==> src/rtl/breakpoint_match_table_macros.svh <==
// Assertion shorthand for the breakpoint match table.
// Each check is sampled on the rising clock edge and is held off while reset is applied.
`ifndef BREAKPOINT_MATCH_TABLE_MACROS_SVH
`define BREAKPOINT_MATCH_TABLE_MACROS_SVH

`define BPMT_ASSERT(label, prop, msg) \
  label: assert property (@(posedge clk_i) disable iff (!rst_ni) prop) else $error(msg);

`define BPMT_ASSERT_NEXT(label, trig, prop, msg) \
  label: assert property (@(posedge clk_i) disable iff (!rst_ni) trig |=> prop) else $error(msg);

`endif

==> src/rtl/bpmt_pkg.sv <==
package bpmt_pkg;

  localparam int unsigned TableDepth = 16;
  localparam int unsigned IdxW       = (TableDepth > 1) ? $clog2(TableDepth) : 1;
  localparam int unsigned CntW       = $clog2(TableDepth + 1);
  localparam int unsigned SlotW      = 4;
  localparam int unsigned CmpW       = (CntW > SlotW) ? CntW : SlotW;
  localparam int unsigned AddrW      = 16;
  localparam int unsigned KindW      = 2;

  typedef enum logic [2:0] {
    CmdAdd    = 3'd0,
    CmdRemove = 3'd1,
    CmdEnable = 3'd2,
    CmdCheck  = 3'd3,
    CmdClear  = 3'd4
  } cmd_e;

  localparam logic [KindW-1:0] KindAny = 2'd3;

  typedef struct packed {
    logic [AddrW-1:0] addr;
    logic [KindW-1:0] kind;
    logic             enabled;
  } entry_t;

  typedef struct packed {
    logic load;
    logic shift;
    logic set_en;
    logic en_value;
    logic clear;
  } cell_ctrl_t;

endpackage

==> src/rtl/bpmt_cell.sv <==
module bpmt_cell
  import bpmt_pkg::*;
(
  input  logic             clk_i,
  input  logic             rst_ni,
  input  cell_ctrl_t       ctrl_i,
  input  entry_t           new_entry_i,
  input  entry_t           next_entry_i,
  input  logic [AddrW-1:0] probe_addr_i,
  input  logic [KindW-1:0] probe_kind_i,
  output entry_t           entry_o,
  output logic             match_o
);

  logic [AddrW-1:0] addr_q, addr_d;
  logic [KindW-1:0] kind_q, kind_d;
  logic             en_q, en_d;

  always_comb begin
    addr_d = addr_q;
    kind_d = kind_q;
    en_d   = en_q;
    if (ctrl_i.clear) begin
      en_d = 1'b0;
    end else if (ctrl_i.load) begin
      addr_d = new_entry_i.addr;
      kind_d = new_entry_i.kind;
      en_d   = new_entry_i.enabled;
    end else if (ctrl_i.shift) begin
      // Removal pulls the entry of the upper neighbour down into this cell.
      addr_d = next_entry_i.addr;
      kind_d = next_entry_i.kind;
      en_d   = next_entry_i.enabled;
    end else if (ctrl_i.set_en) begin
      en_d = ctrl_i.en_value;
    end
  end

  always_ff @(posedge clk_i or negedge rst_ni) begin
    if (!rst_ni) begin
      en_q <= 1'b0;
    end else begin
      en_q <= en_d;
    end
  end

  always_ff @(posedge clk_i) begin
    addr_q <= addr_d;
    kind_q <= kind_d;
  end

  assign entry_o = '{addr: addr_q, kind: kind_q, enabled: en_q};
  assign match_o = en_q && (addr_q == probe_addr_i) &&
                   ((kind_q == probe_kind_i) || (kind_q == KindAny));

endmodule

==> src/rtl/breakpoint_match_table.sv <==
// Breakpoint match table: a compact list of up to TableDepth breakpoints kept in a row of
// cells, slot 0 at the bottom. Every transaction (add, remove, set enable, check, clear)
// is handled in the cycle in which it is accepted, and its result is registered and
// shown in the next cycle; with the output not stalled a new transaction is taken every cycle.
// That figure is set by the cell row, which updates all cells at once: removal shifts every
// later cell down from its neighbour in that same cycle, and a check compares all cells in
// parallel and picks the lowest enabled match. No clearing pass is needed after reset.
`include "breakpoint_match_table_macros.svh"

module breakpoint_match_table
  import bpmt_pkg::*;
(
  input  logic             clk_i,
  input  logic             rst_ni,
  input  logic             in_valid_i,
  output logic             in_stall_o,
  input  logic [2:0]       command_i,
  input  logic [1:0]       access_type_i,
  input  logic [15:0]      address_i,
  input  logic [3:0]       slot_i,
  input  logic             enable_value_i,
  output logic             out_valid_o,
  input  logic             out_stall_i,
  output logic             status_o,
  output logic             hit_o,
  output logic [3:0]       hit_slot_o,
  output logic [3:0]       new_slot_o,
  output logic [4:0]       entry_count_o
);

  logic            accept;
  logic [CntW-1:0] count_q, count_d;
  logic            out_valid_q;
  logic            status_q, status_d;
  logic            hit_q, hit_d;
  logic [3:0]      hit_slot_q, hit_slot_d;
  logic [3:0]      new_slot_q, new_slot_d;
  logic [4:0]      entry_count_q;

  logic [CmpW-1:0] count_ext;
  logic [CmpW-1:0] slot_ext;
  logic            slot_ok;
  logic            is_add_ok;
  logic            is_remove_ok;
  logic            is_enable_ok;
  logic            is_clear;

  cell_ctrl_t             ctrl  [TableDepth];
  entry_t                 entry [TableDepth];
  logic [TableDepth-1:0]  match;
  logic [TableDepth-1:0]  live;
  entry_t                 new_entry;
  logic                   any_hit;
  logic [IdxW-1:0]        hit_idx;

  assign in_stall_o = out_valid_q && out_stall_i;
  assign accept     = in_valid_i && !in_stall_o;

  assign count_ext = CmpW'(count_q);
  assign slot_ext  = CmpW'(slot_i);
  assign slot_ok   = slot_ext < count_ext;

  assign is_add_ok    = accept && (command_i == CmdAdd) && (count_ext < CmpW'(TableDepth));
  assign is_remove_ok = accept && (command_i == CmdRemove) && slot_ok;
  assign is_enable_ok = accept && (command_i == CmdEnable) && slot_ok;
  assign is_clear     = accept && (command_i == CmdClear);

  assign new_entry = '{addr: address_i, kind: access_type_i, enabled: 1'b1};

  for (genvar i = 0; i < TableDepth; i++) begin : g_cell
    entry_t next_entry;

    if (i == TableDepth - 1) begin : g_top
      assign next_entry = '0;
    end else begin : g_mid
      assign next_entry = entry[i+1];
    end

    assign ctrl[i].load     = is_add_ok && (count_ext == CmpW'(i));
    assign ctrl[i].shift    = is_remove_ok && (CmpW'(i) >= slot_ext);
    assign ctrl[i].set_en   = is_enable_ok && (CmpW'(i) == slot_ext);
    assign ctrl[i].en_value = enable_value_i;
    assign ctrl[i].clear    = is_clear;
    assign live[i]          = CmpW'(i) < count_ext;

    bpmt_cell u_cell (
      .clk_i        (clk_i),
      .rst_ni       (rst_ni),
      .ctrl_i       (ctrl[i]),
      .new_entry_i  (new_entry),
      .next_entry_i (next_entry),
      .probe_addr_i (address_i),
      .probe_kind_i (access_type_i),
      .entry_o      (entry[i]),
      .match_o      (match[i])
    );
  end

  // Lowest live enabled match wins, so scan from the top and let lower slots overwrite.
  always_comb begin
    any_hit = 1'b0;
    hit_idx = '0;
    for (int i = TableDepth - 1; i >= 0; i--) begin
      if (match[i] && live[i]) begin
        any_hit = 1'b1;
        hit_idx = IdxW'(i);
      end
    end
  end

  always_comb begin
    count_d    = count_q;
    status_d   = 1'b0;
    hit_d      = 1'b0;
    hit_slot_d = '0;
    new_slot_d = '0;
    case (command_i)
      CmdAdd: begin
        if (is_add_ok) begin
          new_slot_d = 4'(count_q);
          count_d    = count_q + CntW'(1);
        end else begin
          status_d = 1'b1;
        end
      end
      CmdRemove: begin
        if (is_remove_ok) begin
          count_d = count_q - CntW'(1);
        end else begin
          status_d = 1'b1;
        end
      end
      CmdEnable: begin
        status_d = !slot_ok;
      end
      CmdCheck: begin
        hit_d      = any_hit;
        hit_slot_d = any_hit ? 4'(hit_idx) : 4'd0;
      end
      CmdClear: begin
        count_d = '0;
      end
      default: begin
        status_d = 1'b1;
      end
    endcase
  end

  always_ff @(posedge clk_i or negedge rst_ni) begin
    if (!rst_ni) begin
      count_q     <= '0;
      out_valid_q <= 1'b0;
    end else begin
      if (accept) begin
        count_q <= count_d;
      end
      if (accept) begin
        out_valid_q <= 1'b1;
      end else if (!out_stall_i) begin
        out_valid_q <= 1'b0;
      end
    end
  end

  always_ff @(posedge clk_i) begin
    if (accept) begin
      status_q      <= status_d;
      hit_q         <= hit_d;
      hit_slot_q    <= hit_slot_d;
      new_slot_q    <= new_slot_d;
      entry_count_q <= 5'(count_d);
    end
  end

  assign out_valid_o   = out_valid_q;
  assign status_o      = status_q;
  assign hit_o         = hit_q;
  assign hit_slot_o    = hit_slot_q;
  assign new_slot_o    = new_slot_q;
  assign entry_count_o = entry_count_q;

  `BPMT_ASSERT(a_count_bound, count_ext <= CmpW'(TableDepth), "entry count beyond table depth")
  `BPMT_ASSERT_NEXT(a_add_grows, is_add_ok, count_q == $past(count_q) + CntW'(1), "add did not grow the table")
  `BPMT_ASSERT_NEXT(a_result_follows, accept, out_valid_q, "accepted transaction gave no result")
  `BPMT_ASSERT(a_hit_ok, out_valid_q && hit_q |-> !status_q && (new_slot_q == 4'd0), "hit reported with error or slot")

endmodule

==> config.mk <==
export PLATFORM = sky130hd
export DESIGN_NAME = breakpoint_match_table
export DESIGN_NICKNAME = d
export VERILOG_FILES = /design/src/rtl/bpmt_pkg.sv /design/src/rtl/bpmt_cell.sv /design/src/rtl/breakpoint_match_table.sv
export VERILOG_INCLUDE_DIRS = /design/src /design/src/rtl
export SDC_FILE = /design/constraint.sdc
export NUM_CORES = 1
export LEC_CHECK = 0
export BUFFER_PORTS_ARGS = -buffer_cell sky130_fd_sc_hd__buf_4
export CAP_MARGIN = 20
export CORE_UTILIZATION = 43
export CTS_CLUSTER_SIZE = 30
export DETAILED_ROUTE_END_ITERATION = 6
export PLACE_DENSITY = 0.62
export SLEW_MARGIN = 10
export SYNTH_ARGS = -nofsm -noshare
export SYNTH_HDL_FRONTEND = slang
export SYNTH_SLANG_ARGS = --single-unit
export TNS_END_PERCENT = 50
==> constraint.sdc <==
create_clock -name clk_i -period 5.1 [get_ports clk_i]
set_clock_uncertainty 0.1 [all_clocks]
set_input_delay 0.51 -clock clk_i [delete_from_list [all_inputs] [get_ports clk_i]]
set_output_delay 0.51 -clock clk_i [all_outputs]
set_load 0.02 [all_outputs]
Yosys cells after proc, flatten, opt, wreduce, memory -nomap -nowiden

Index checks and enable logic that the tools add are counted.

Bits in registers: 325
Bits of input ports: 30
Output and inout port bits: 17
Word-level logic and storage cells: 527

Add/subtract/negate cells: 2
$lt $le $gt $ge: 34
Equality and inequality tests: 83
Muxes and demuxes: 167
Bitwise operators: 3
Reduce and logical (&&, ||, !) cells: 180

Operator list:

| kind                                                                                | number |
|---|---|
| 16-bit two-way mux                                                                  | 32 |
| 16-bit == test                                                                      | 16 |
| 1-bit logical AND                                                                   | 105 |
| 1-bit two-way mux                                                                   | 85 |
| 2-bit two-way mux                                                                   | 34 |
| 4-bit nonzero test                                                                  | 16 |
| 5-bit by 4-bit == test with 1-bit output (second input constant)                    | 8 |
| 4-bit by 5-bit < comparator with 1-bit output (first input constant)                | 8 |
| 2-bit AND reduction                                                                 | 17 |
| 2-bit == test                                                                       | 16 |
| 2-bit == test (second input constant)                                               | 16 |
| 4-bit == test (first input constant)                                                | 8 |
| 4-bit greater-or-equal comparator (first input constant)                            | 8 |
| 4-bit two-way mux                                                                   | 8 |
| 2-bit nonzero test                                                                  | 16 |
| 5-bit by 3-bit == test with 1-bit output (second input constant)                    | 4 |
| 3-bit by 5-bit < comparator with 1-bit output (first input constant)                | 4 |
| 3-bit by 4-bit == test with 1-bit output (first input constant)                     | 4 |
| 3-bit by 4-bit greater-or-equal comparator with 1-bit output (first input constant) | 4 |
| 1-bit logical OR                                                                    | 16 |
| 5-bit one-hot mux with 3 select lines                                               | 1 |
| 3-bit two-way mux                                                                   | 4 |
| 5-bit by 2-bit == test with 1-bit output (second input constant)                    | 2 |
| 5-bit zero test                                                                     | 2 |
| 25 further kinds                                                                    | 35 |

Longest topological paths before layout

Gate-level depths: netlist of the first run.

Depth in word-level cells: 22
Mapped depth: 12
Depth with buffers taken out: 10

Hierarchy

Synthesis of the first run repeated with hierarchy kept, for this count alone.

Cell total of the unflattened synthesis: 1471
Area, all modules: 18855.6 sq um

Modules (own cells, without submodules):

| module                 | instances | cells each | area an instance (sq um) | seq. area each (sq um) |
|---|---|---|---|---|
| bpmt_cell              | 16        | 74         | 1042.2                   | 565.5 |
| breakpoint_match_table | 1         | 287        | 2179.6                   | 600.6 |

Worst setup path before layout of the first run

OpenSTA, ideal clock, no wires.

Kind: register -> register
From: register count_q[1], in the netlist count_ext[1]
To: register g_cell[11].u_cell.addr_q[0], enable pin
Setup time: 418 ps
Data arrival time: 3169 ps
Required time: 4582 ps
Path slack: 1413 ps
Cell stages (with the launch flop): 10
Path buffers: 2
Period minus slack after synthesis: 3687 ps
Cells stage by stage: dfrtp_1 buf_2 inv_2 ha_1 a21o_1 a21o_1 a21oi_2 buf_2 nand2_1 o21ai_0

Longest elaborated chain between the ends: 5
Elaborated cells on any way between the ends: 9
Classes of those cells: order compare: 2; eq/ne: 1; reduce/logical: 6

RTL lines:

| what                                                                                | line                                                       | RTL |
|---|---|---|
| start: declaration                                                                  | breakpoint_match_table.sv:32                               | `logic [CntW-1:0] count_q, count_d;` |
| start signal: assignment                                                            | breakpoint_match_table.sv:155                              | `count_q <= count_d;` |
| 4-bit by 5-bit < comparator with 1-bit output or 5-bit < comparator (tied branches) | breakpoint_match_table.sv:61, breakpoint_match_table.sv:63 |  |
| 1-bit logical AND, on equally long branches                                         | breakpoint_match_table.sv:64, breakpoint_match_table.sv:63 |  |
| 1-bit logical AND, on equally long branches                                         | breakpoint_match_table.sv:80, breakpoint_match_table.sv:79 |  |
| 2-bit nonzero test (no line) *                                                      | --                                                         |  |
| 2-bit AND reduction (no line) *                                                     | --                                                         |  |
| end signal: assignment                                                              | bpmt_cell.sv:48                                            | `addr_q <= addr_d;` |
| end: declaration                                                                    | bpmt_cell.sv:15                                            | `logic [AddrW-1:0] addr_q, addr_d;` |

Every way passes the cells marked *; elsewhere a longest branch is shown, timed or not.
A chain may end at the register's enable or synchronous reset.

Worst setup path in the final report of the first run

From: register count_q[4], in the netlist count_ext[4]
To: register g_cell[7].u_cell.en_q

Longest elaborated chain between the ends: 6
Elaborated cells on any way between the ends: 13
Classes of those cells: order compare: 2; eq/ne: 1; mux: 3; reduce/logical: 7

RTL lines:

| what                                          | line                         | RTL |
|---|---|---|
| 4-bit by 5-bit < comparator with 1-bit output | breakpoint_match_table.sv:61 | `assign slot_ok = slot_ext < count_ext;` |
| 1-bit logical AND                             | breakpoint_match_table.sv:64 | `assign is_remove_ok = accept && (command_i == CmdRemove) && slot_ok;` |
| 1-bit logical AND                             | breakpoint_match_table.sv:80 | `assign ctrl[i].shift = is_remove_ok && (CmpW'(i) >= slot_ext);` |
| 1-bit two-way mux                             | bpmt_cell.sv:29              | `end else if (ctrl_i.shift) begin` |
| 1-bit two-way mux                             | bpmt_cell.sv:25              | `end else if (ctrl_i.load) begin` |
| 1-bit two-way mux                             | bpmt_cell.sv:23              | `if (ctrl_i.clear) begin` |
| end signal: assignment                        | bpmt_cell.sv:43              | `en_q <= en_d;` |
| end: declaration                              | bpmt_cell.sv:17              | `logic en_q, en_d;` |

Parallel ways exist; a longest one is shown, timed or not.

==> results_dict.tcl, run 1 <==
set metrics [dict create \
    stdcell_count 2023 \
    ys_ff_latch 325 \
    crit_fanout 21 \
    synth_top_cell_by_area "edfxtp_1" \
    path_clk_slew_ns 0.06 \
    cts_max_path_buffers 3 \
    synth_xor_area_share_pct 12.1 \
    arrival_ns 4.00 \
    setup_viol_count_final 0 \
    cap_violations 0 \
    min_from "in_valid_i" \
    cts-root-buf "clkbuf_16" \
    syn-cell-area_um2 18500 \
    synth_most_common_cell "edfxtp_1" \
    synth_mux_area_share_pct 15.4 \
    seq_area_frac_synth_pct 52.2 \
    synth_compound_area_share_pct 7.01 \
    end_kind "register" \
    cts_tree "built" \
    synthCells 1487 \
    fin_util_pct 47.8 \
    route.detailed.drc 0 \
    fin_crit_sh_pct 72.4 \
    gr-total-overflow 0 \
    worstMarginPinSlew_ns 0.865 \
    drt_iter0_drc 1064 \
    dp_hpwl_um 30400 \
    io_buffers 46 \
    fin_nets 1499 \
    finalPower_w 0.00667 \
    hold_path.class "in2reg" \
    nFillCells 3649 \
    syn_to_final_growth_pct 8.96 \
    synth.avg_cell_area_um2 12.4 \
    synth-edff-count 303 \
    status "finished, final reports clean" \
    h-tree-depth 2 \
    slew_headroom_pct 42.3 \
    synth_fp_nets 1525 \
    synth_cell_types 75 \
    routedWlPerCell_um 22.3 \
    grt_max_degree 33 \
    cts_buffers 36 \
    ys_top_cells_by_count "edfxtp_1 (303), mux2_2 (161), xnor2_1 (139)" \
    die_h_um 209 \
    finalSetupTns_ns 0 \
    via_count 11716 \
    cts.sinks 325 \
    cp-startpoint "count_ext[4]" \
    firstDrtPassIters 5 \
    p_leak_nw 6.83 \
    yosys_most_used_dff "edfxtp_1" \
    synth.area.top_cells "edfxtp_1 (49%), mux2_2 (9.8%), xnor2_1 (6.6%)" \
    yosys.area_share.simple_pct 8.61 \
    async_reset_ff_share_pct 6.77 \
    num_io_pins 47 \
    whs_ns 0.0987 \
    min_period_ns 3.69 \
    rows 75 \
    power_density_nw_per_um2 331 \
    cp_top_family "simple AND/OR/NAND/NOR gates" \
    irDropWorstVdd_mv 0.229 \
    core-area_um2 42100 \
    via_per_inst 5.79 \
    yosysWarnings 0 \
    grt_pass1_vias 11700 \
    critPathBufInv 0 \
    diodes 0 \
    hold_violations 0 \
    die_area_um2 43800 \
    track_usage_pct 20.8 \
    rsz0062_at_grt "false" \
    drive_gt1_share_pct 20.9 \
    routabilityCongestion 0.953 \
    worstPathCellList "or2_1 -> or3_1 -> nand2_1 -> or2_2 -> mux2i_1 -> nor2_1" \
    finalMaxSlewViolations 0 \
    grt_pass1_wl_um 70200 \
    r2r-start "count_ext[4]" \
    synth_top_family_by_area "multiplexers" \
    start_kind "register" \
    clk_latency_ns 0.53 \
    drt_wl_total_um 45100 \
    ant_nets 0 \
    max_freq_mhz 271 \
    dp.cells 1961 \
    required_ns 5.40 \
    grt_antenna_before_repair 0 \
    start_util_pct 43.9 \
    crit_path_max_incr_delay_ns 0.83 \
    die_w_um 209 \
    critPathKind "reg2reg" \
    yosys.area_share.adder_pct 0.541 \
    slowest_stage "dfrtp_1" \
    netlist.area_leader.share_pct 49.2 \
]
final cells by class:
class / count / area, µm² / share of cell area [%]
sequential: 325 / 9650 / 47.9
multi-input combinational: 1017 / 8090 / 40.2
clock inverter: 19 / 233 / 1.16
tap: 539 / 674 / 3.35
clock buffer: 42 / 945 / 4.69
timing repair buffer: 65 / 490 / 2.43
inverter: 16 / 60.1 / 0.298
through the flow:
| stage | setup slack (ns) | instance area [µm²] |
|---|---|---|
| final | 1.41 | 20100 |
| after global routing | 1.19 | 20100 |
| after CTS | 1.50 | 20100 |
| after detailed placement | 1.30 | 19000 |
| after global placement | 1.35 | 18900 |
| after floorplan | 1.41 | 18500 |
power breakdown:
group,switching (W),internal (W),total (W)
clock,0.00106,0.00158,0.00264
sequential,0.000103,0.00302,0.00312
combinational,0.000591,0.000320,0.000911
total,0.00176,0.00492,0.00667
flip-flops by register name, indices dropped and copies added, names as in the netlist, 4 cells and up:
register and count:
count_ext 5, entry_count_o 5, g_cell.u_cell.addr_q 256, g_cell.u_cell.en_q 16, g_cell.u_cell.kind_q 32, hit_slot_o 4
new_slot_o 4
timing repair:
action	CTS	global route
gates resized for setup	0	0
endpoints found under the setup margin	0	0
buffers inserted	0	0
hold buffers	1	0
endpoints found under the hold margin	22	0
cell usage in the layout, fill, tap and decap left out, types with 30 or more instances in the layout:
cell type and n:
mux2_1 85, mux2_2 161, buf_4 64, o21ai_0 50, xnor2_1 139, nor4_1 32, nand4_1 41, clkbuf_16 37
xor2_1 117, a21oi_1 61, nor2_1 30, edfxtp_1 303, nand2_1 80
routing by layer:
metal	up-vias	global-route usage (%)	part of all wire, %
met4	0	6.57	2.6
met5	-	0	0
met1	5801	30.5	47
met2	410	31.5	44
li1	5430	-	-
met3	75	3.14	6.1
cells by family (layout without fill, tap and decap cells):
| kind of cell | count (synthesis) | in the layout |
|---|---|---|
| DFF | 325 | 325 |
| and+or+nand+nor | 295 | 295 |
| xor gates and xnor gates | 256 | 256 |
| muxes | 254 | 254 |
| AOI/OAI and AO/OA | 204 | 204 |
| buffers and inverters | 145 | 142 |
| adders and majority gates | 8 | 8 |
final timing paths:
path | slack (ns) | depth (start not counted) | end
setup reg to reg | 1.41 | 6 | g_cell[7].u_cell.en_q
hold / removal | 0.1 | 2 | out_valid_o
hold reg to reg | 0.43 | 2 | out_valid_o
min in group asynchronous | 0.33 | 2 | count_ext[3]
setup / recovery | 1.41 | 6 | g_cell[7].u_cell.en_q
max in group asynchronous | 4.26 | 2 | count_ext[2]
(Power assumes the default switching activity.)
==> run 2: changes to the inputs <==
Settings changed: ABC_AREA from default to 1.
Clock period 5.1 ns to 3.7 ns, I/O delays scaled along.
==> run 2 against run 1 <==
  * Cell count up 27%
  * Sequential cell count unchanged
  * Critical path depth up 14
  * Utilization up 0.98 points
  * The run now ends with design-rule violations left
  * Global-route usage up 9.6 points
  * Via count up 34%
  * Largest cell class unchanged
  * Combinational power up 15%
  * Non-clock buffer count up 47
  * Hold slack better by 0.00094 ns
==> results_dict.tcl, run 2 <==
set metrics [dict create \
    status "complete, but fails checks" \
    violations "design-rule violations" \
    path_clk_slew_ns 0.06 \
    die_w_um 207 \
    finalSetupTns_ns 0 \
    p_leak_nw 8.01 \
    core-area_um2 41200 \
    crit_fanout 7 \
    async_reset_ff_share_pct 6.77 \
    finalMaxSlewViolations 0 \
    whs_ns 0.0996 \
    ant_nets 0 \
    routedWlPerCell_um 25.2 \
    grt_pass1_vias 14828 \
    synth-edff-count 303 \
    cts_hold_buf 3 \
    gr-total-overflow 0 \
    cap_violations 0 \
    min_from "enable_value_i" \
    ys_ff_latch 325 \
    firstDrtPassIters 7 \
    largest_reg_flops 256 \
    yosys_most_used_dff "edfxtp_1" \
    slew_headroom_pct 46.2 \
    min_period_ns 3.07 \
    hold_path.class "in2reg" \
    cts_buffers 38 \
    via_count 15671 \
    routabilityCongestion 0.982 \
    drt_wl_total_um 65100 \
    synth_most_common_cell "nand2_1" \
    start_kind "register" \
    rows 74 \
    grt_max_degree 39 \
    die_h_um 207 \
    start_util_pct 43.9 \
    netlist.area_leader.share_pct 50.3 \
    syn_to_final_growth_pct 11.1 \
    cts_max_path_buffers 3 \
    grt_antenna_before_repair 3 \
    hold_violations 0 \
    r2r_end "hit_slot_o[0]" \
    track_usage_pct 30.4 \
    worstMarginPinSlew_ns 0.806 \
    synthCells 2009 \
    io_buffers 46 \
    irDropWorstVdd_mv 0.277 \
    fin_crit_sh_pct 82.9 \
    clk_latency_ns 0.56 \
    synth.avg_cell_area_um2 9.00 \
    synth.area.top_cells "edfxtp_1 (50%), nand2_1 (10%), o21ai_0 (9.3%)" \
    num_io_pins 47 \
    critPathKind "reg2reg" \
    max_freq_mhz 326 \
    post-cts-setup-buffers 0 \
    cts-resized-gates 0 \
    regToRegSetupSlack_ns 0.63 \
    drive_gt1_share_pct 10.6 \
    power_density_nw_per_um2 441 \
    seq_area_frac_synth_pct 53.3 \
    synth_top_cell_by_area "edfxtp_1" \
    cts-root-buf "clkbuf_16" \
    top_regs "g_cell.u_cell.addr_q (256), g_cell.u_cell.kind_q (32), g_cell.u_cell.en_q (16)" \
    rsz0062_at_grt "false" \
    final_common_cell "nand2_1" \
    route.detailed.drc 8 \
    synth_cell_types 55 \
    ys_top_cells_by_count "nand2_1 (506), o21ai_0 (336), edfxtp_1 (303)" \
    die_area_um2 42900 \
    cts.sinks 325 \
    final_cell_mix "nand2_1 (506), o21ai_0 (336), edfxtp_1 (303)" \
    required_ns 4.01 \
    syn-cell-area_um2 18100 \
    drt_iter0_drc 2050 \
    via_per_inst 6.08 \
    h-tree-depth 2 \
    cp-startpoint "count_ext[4]" \
    cts_tree "built" \
    synth_fp_nets 2047 \
    end_kind "register" \
    arrival_ns 3.38 \
    crit_path_end "hit_slot_o[0]" \
    grt_pass1_wl_um 95900 \
    top_register "g_cell.u_cell.addr_q" \
    reg2reg_depth 20 \
    dp_hpwl_um 46100 \
    fin_nets 2058 \
    yosysWarnings 0 \
    r2r-start "count_ext[4]" \
    setup_viol_count_final 0 \
    diodes 0 \
]
[run 2: metrics by stage]
step / utilization, % / cells / total power [W] / instance area [µm²] / setup WS [ns]
after floorplan: - / 2009 / 0.00484 / 18100 / 0.835
after global placement: 45.9 / 2509 / 0.00529 / 18900 / 0.539
after detailed placement: 45.9 / 2509 / 0.00529 / 18900 / 0.468
after CTS: 48.8 / 2578 / 0.00885 / 20100 / 0.683
after global routing: 48.8 / 2578 / 0.00909 / 20100 / 0.487
final: 48.8 / 2578 / 0.00886 / 20100 / 0.635
[run 2: cells by family after synthesis]
group                    Yosys count  share of synthesized area [%]
multiplexers                       1                         0.0553
buffers and inverters            273                           6.38
XOR/XNOR                         111                           5.37
AO/OA/AOI/OAI                    524                           16.4
flip-flops                       325                           53.3
AND/OR/NAND/NOR                  767                           17.9
adder cells (fa/ha/maj)            8                          0.553
[run 2: per-layer routing]
metal  vias to the layer above  routed length, µm  global-route usage (%)
met2                      1007              27800                    45.0
met1                      7453              25400                    40.5
li1                       6985                  -                       -
met5                         -                 45                       0
met4                         6               3970                    16.7
met3                       220               7800                    7.96
[run 2: cell type report]
type | count | area, µm²
repair buffers | 112 | 861
clock buffers | 53 | 1020
inverters | 132 | 495
multi-input cells | 1411 | 7290
flip-flops and latches | 325 | 9650
fillers | 3835 | 21100
well taps | 532 | 666
clock inverters | 13 | 124
[run 2: critical path: stages (launching register included)]
cell     delay [ns]
dfrtp_1        0.52
inv_2          0.14
nand2_2        0.19
inv_2          0.15
nor2_1         0.41
nand4_1        0.20
nor2_1         0.15
nand3_1        0.14
nand2_1        0.10
nand2_1        0.05
nand2_1        0.06
nand2_1        0.06
nand2_1        0.06
nand2_1        0.05
nand2_1        0.07
nand2_1        0.08
nand2_1        0.06
nand2_1        0.08
nand2_1        0.07
nand2_1        0.05
a21oi_1        0.12
[run 2: worst min-delay path by stage]
stage	endpoint	slack (ns)	cells after the start
detailed placement	out_valid_o	0.20	1
global placement	out_valid_o	0.20	1
floorplan	count_ext[0]	-0.03	0
finish	g_cell[15].u_cell.en_q	0.1	3
CTS	g_cell[15].u_cell.en_q	0.09	3
global route	g_cell[15].u_cell.en_q	0.13	3
[run 2: report_power, final]
part / switching, W / internal [W]
combinational: 0.000761 / 0.000292
clock: 0.00154 / 0.00206
sequential: 0.000101 / 0.00410
==> run 3: changes to the inputs <==
Clock period 3.7 ns to 3.1 ns, I/O delays scaled along.
==> run 3 against run 2 <==
  * The run still ends with design-rule violations left
  * Hold slack worse by 0.015 ns
  * Utilization is 1.5 points higher
  * Total power is 24% higher
  * Register-to-register slack worse by 0.41 ns
  * Sequential share of layout area is 1.4 points lower
  * Sequential power is 19% higher
  * Highest routed layer unchanged
==> results_dict.tcl, run 3 (synthesized netlist as in run 2, its figures left out) <==
set metrics [dict create \
    drt_wl_total_um 67600 \
    p_leak_nw 8.33 \
    track_usage_pct 31.5 \
    max_freq_mhz 348 \
    r2r_end "hit_slot_o[2]" \
    setup_viol_count_final 0 \
    cts-root-buf "clkbuf_16" \
    crit_fanout 5 \
    place_area_um2 19400 \
    final_cell_mix "nand2_1 (506), o21ai_0 (336), edfxtp_1 (303)" \
    finalMaxSlewViolations 0 \
    cp_top_family "simple AND/OR/NAND/NOR gates" \
    grt_pass1_wl_um 99200 \
    die_area_um2 42900 \
    rsz0062_at_grt "false" \
    ant_nets 0 \
    cts_max_path_buffers 3 \
    drt_iter0_drc 2133 \
    die_w_um 207 \
    num_io_pins 47 \
    regToRegSetupSlack_ns 0.23 \
    final_common_cell "nand2_1" \
    cts.sinks 325 \
    cts_tree "built" \
    cts_buffers 38 \
    power_density_nw_per_um2 529 \
    min_to "g_cell[15].u_cell.en_q" \
    cts-resized-gates 0 \
    post-cts-setup-buffers 0 \
    fin_crit_sh_pct 92.7 \
    fin_ws_ns 0.226 \
    seq_area_um2 9650 \
    h-tree-depth 2 \
    start_util_pct 43.9 \
    critPathKind "reg2reg" \
    diodes 0 \
    slowest_stage "nor3_1" \
    stdcell_area_um2 20700 \
    crit_top_cell "nand2_1" \
    status "complete, but fails checks" \
    place_ws_ns 0.257 \
    syn_to_final_growth_pct 14.5 \
    nFillCells 3833 \
    largest_reg_flops 256 \
    via_per_inst 6.00 \
    crit_path_max_incr_delay_ns 0.47 \
    io_buffers 46 \
    min_period_ns 2.87 \
    top_register "g_cell.u_cell.addr_q" \
    slew_headroom_pct 59.3 \
    reg2reg_depth 13 \
    top_regs "g_cell.u_cell.addr_q (256), g_cell.u_cell.kind_q (32), g_cell.u_cell.en_q (16)" \
    worstPathCellList "nand2_1 -> inv_1 -> nand2_1 -> nand2_1 -> o21ai_0 -> nor2_1 -> nand3_1 -> o21ai_0 -> nand3b_1 -> nor3_1 -> nand2_2 -> nand2_1 -> nor3_2" \
    gr-total-overflow 0 \
    arrival_ns 3.07 \
    route.detailed.drc 8 \
    dp_hpwl_um 49000 \
    grt_max_degree 39 \
    holdPathStages 3 \
    end_kind "register" \
    path_clk_slew_ns 0.06 \
    r2r-start "count_ext[1]" \
    start_kind "register" \
    irDropWorstVdd_mv 0.451 \
    routedWlPerCell_um 25.8 \
    rows 74 \
    required_ns 3.30 \
    critPathBufInv 1 \
    hold_path.class "in2reg" \
    core-area_um2 41200 \
    firstDrtPassIters 7 \
    clk_latency_ns 0.57 \
    grt_antenna_before_repair 1 \
    min_from "enable_value_i" \
    drive_gt1_share_pct 12.6 \
    violations "design-rule violations" \
    multiInputGateArea_um2 7290 \
    cap_violations 0 \
    via_count 15737 \
    fin_nets 2098 \
    hold_violations 0 \
    worstMarginPinSlew_ns 0.610 \
    die_h_um 207 \
    cts_hold_buf 3 \
    grt_pass1_vias 14869 \
    routabilityCongestion 1.01 \
]
-- run 3: changes by cell type in the layout (fill, tap and decap cells not counted), moves of 2 or more --
cell | previous run | this run
buf_4 | 108 | 132
buf_12 | 1 | 16
clkbuf_1 | 14 | 7
clkbuf_8 | 1 | 5
clkinv_1 | 5 | 8
bufinv_16 | 2 | 4
-- run 3: worst register-to-register path, cell delays in order (launching register included) --
cell and delay [ns]:
dfrtp_1 0.43, nand2_1 0.24, inv_1 0.18, nand2_1 0.16, nand2_1 0.15, o21ai_0 0.11, nor2_1 0.09, nand3_1 0.10
o21ai_0 0.11, nand3b_1 0.18, nor3_1 0.47, nand2_2 0.15, nand2_1 0.12, nor3_2 0.04
-- run 3: how the worst max path moves through the flow --
stage | from | endpoint | slack, ns | cells after the start
global route | count_ext[4] | hit_o | 0.10 | 13
detailed placement | address_i[15] | hit_slot_o[2] | 0.26 | 15
CTS | count_ext[3] | g_cell[6].u_cell.addr_q[6] | 0.34 | 11
finish | count_ext[1] | hit_slot_o[2] | 0.23 | 13
floorplan | count_ext[2] | g_cell[2].u_cell.en_q | 0.23 | 12
global placement | address_i[6] | hit_slot_o[1] | -0.32 | 8
-- run 3: area by class of cell --
class,count,area share (%)
inverter,132,2.39
tap,532,3.21
sequential,325,46.6
clock inverter,18,0.894
clock buffer,51,5.17
timing repair buffer,152,6.53
multi-input combinational,1411,35.2
-- run 3: metal layers --
layer	global-route usage, %	part of all wire (%)	wire (µm)
met1	42.9	40	27100
met4	13.6	4.6	3080
met3	5.82	10	6980
met5	0	0.018	12
met2	49.1	45	30400
-- run 3: metrics by stage --
| stage | power, W | TNS [ns] | std cells | util, % | hold WS, ns |
|---|---|---|---|---|---|
| finish | 0.0110 | 0 | 2621 | 50.3 | 0.0844 |
| global route | 0.0113 | 0 | 2621 | 50.3 | 0.0961 |
| CTS | 0.0110 | 0 | 2621 | 50.3 | 0.0594 |
| detailed placement | 0.00639 | 0 | 2549 | 47.1 | 0.149 |
| global placement | 0.00639 | -1.09 | 2548 | 47.1 | 0.150 |
| floorplan | 0.00578 | 0 | 2009 | - | -0.0856 |
-- run 3: power breakdown --
group	leakage [nW]	switching [W]	total [W]	internal (W)
registers	3.00	0.000106	0.00500	0.00490
logic	4.72	0.000946	0.00135	0.000406
clock network	0.620	0.00185	0.00461	0.00275
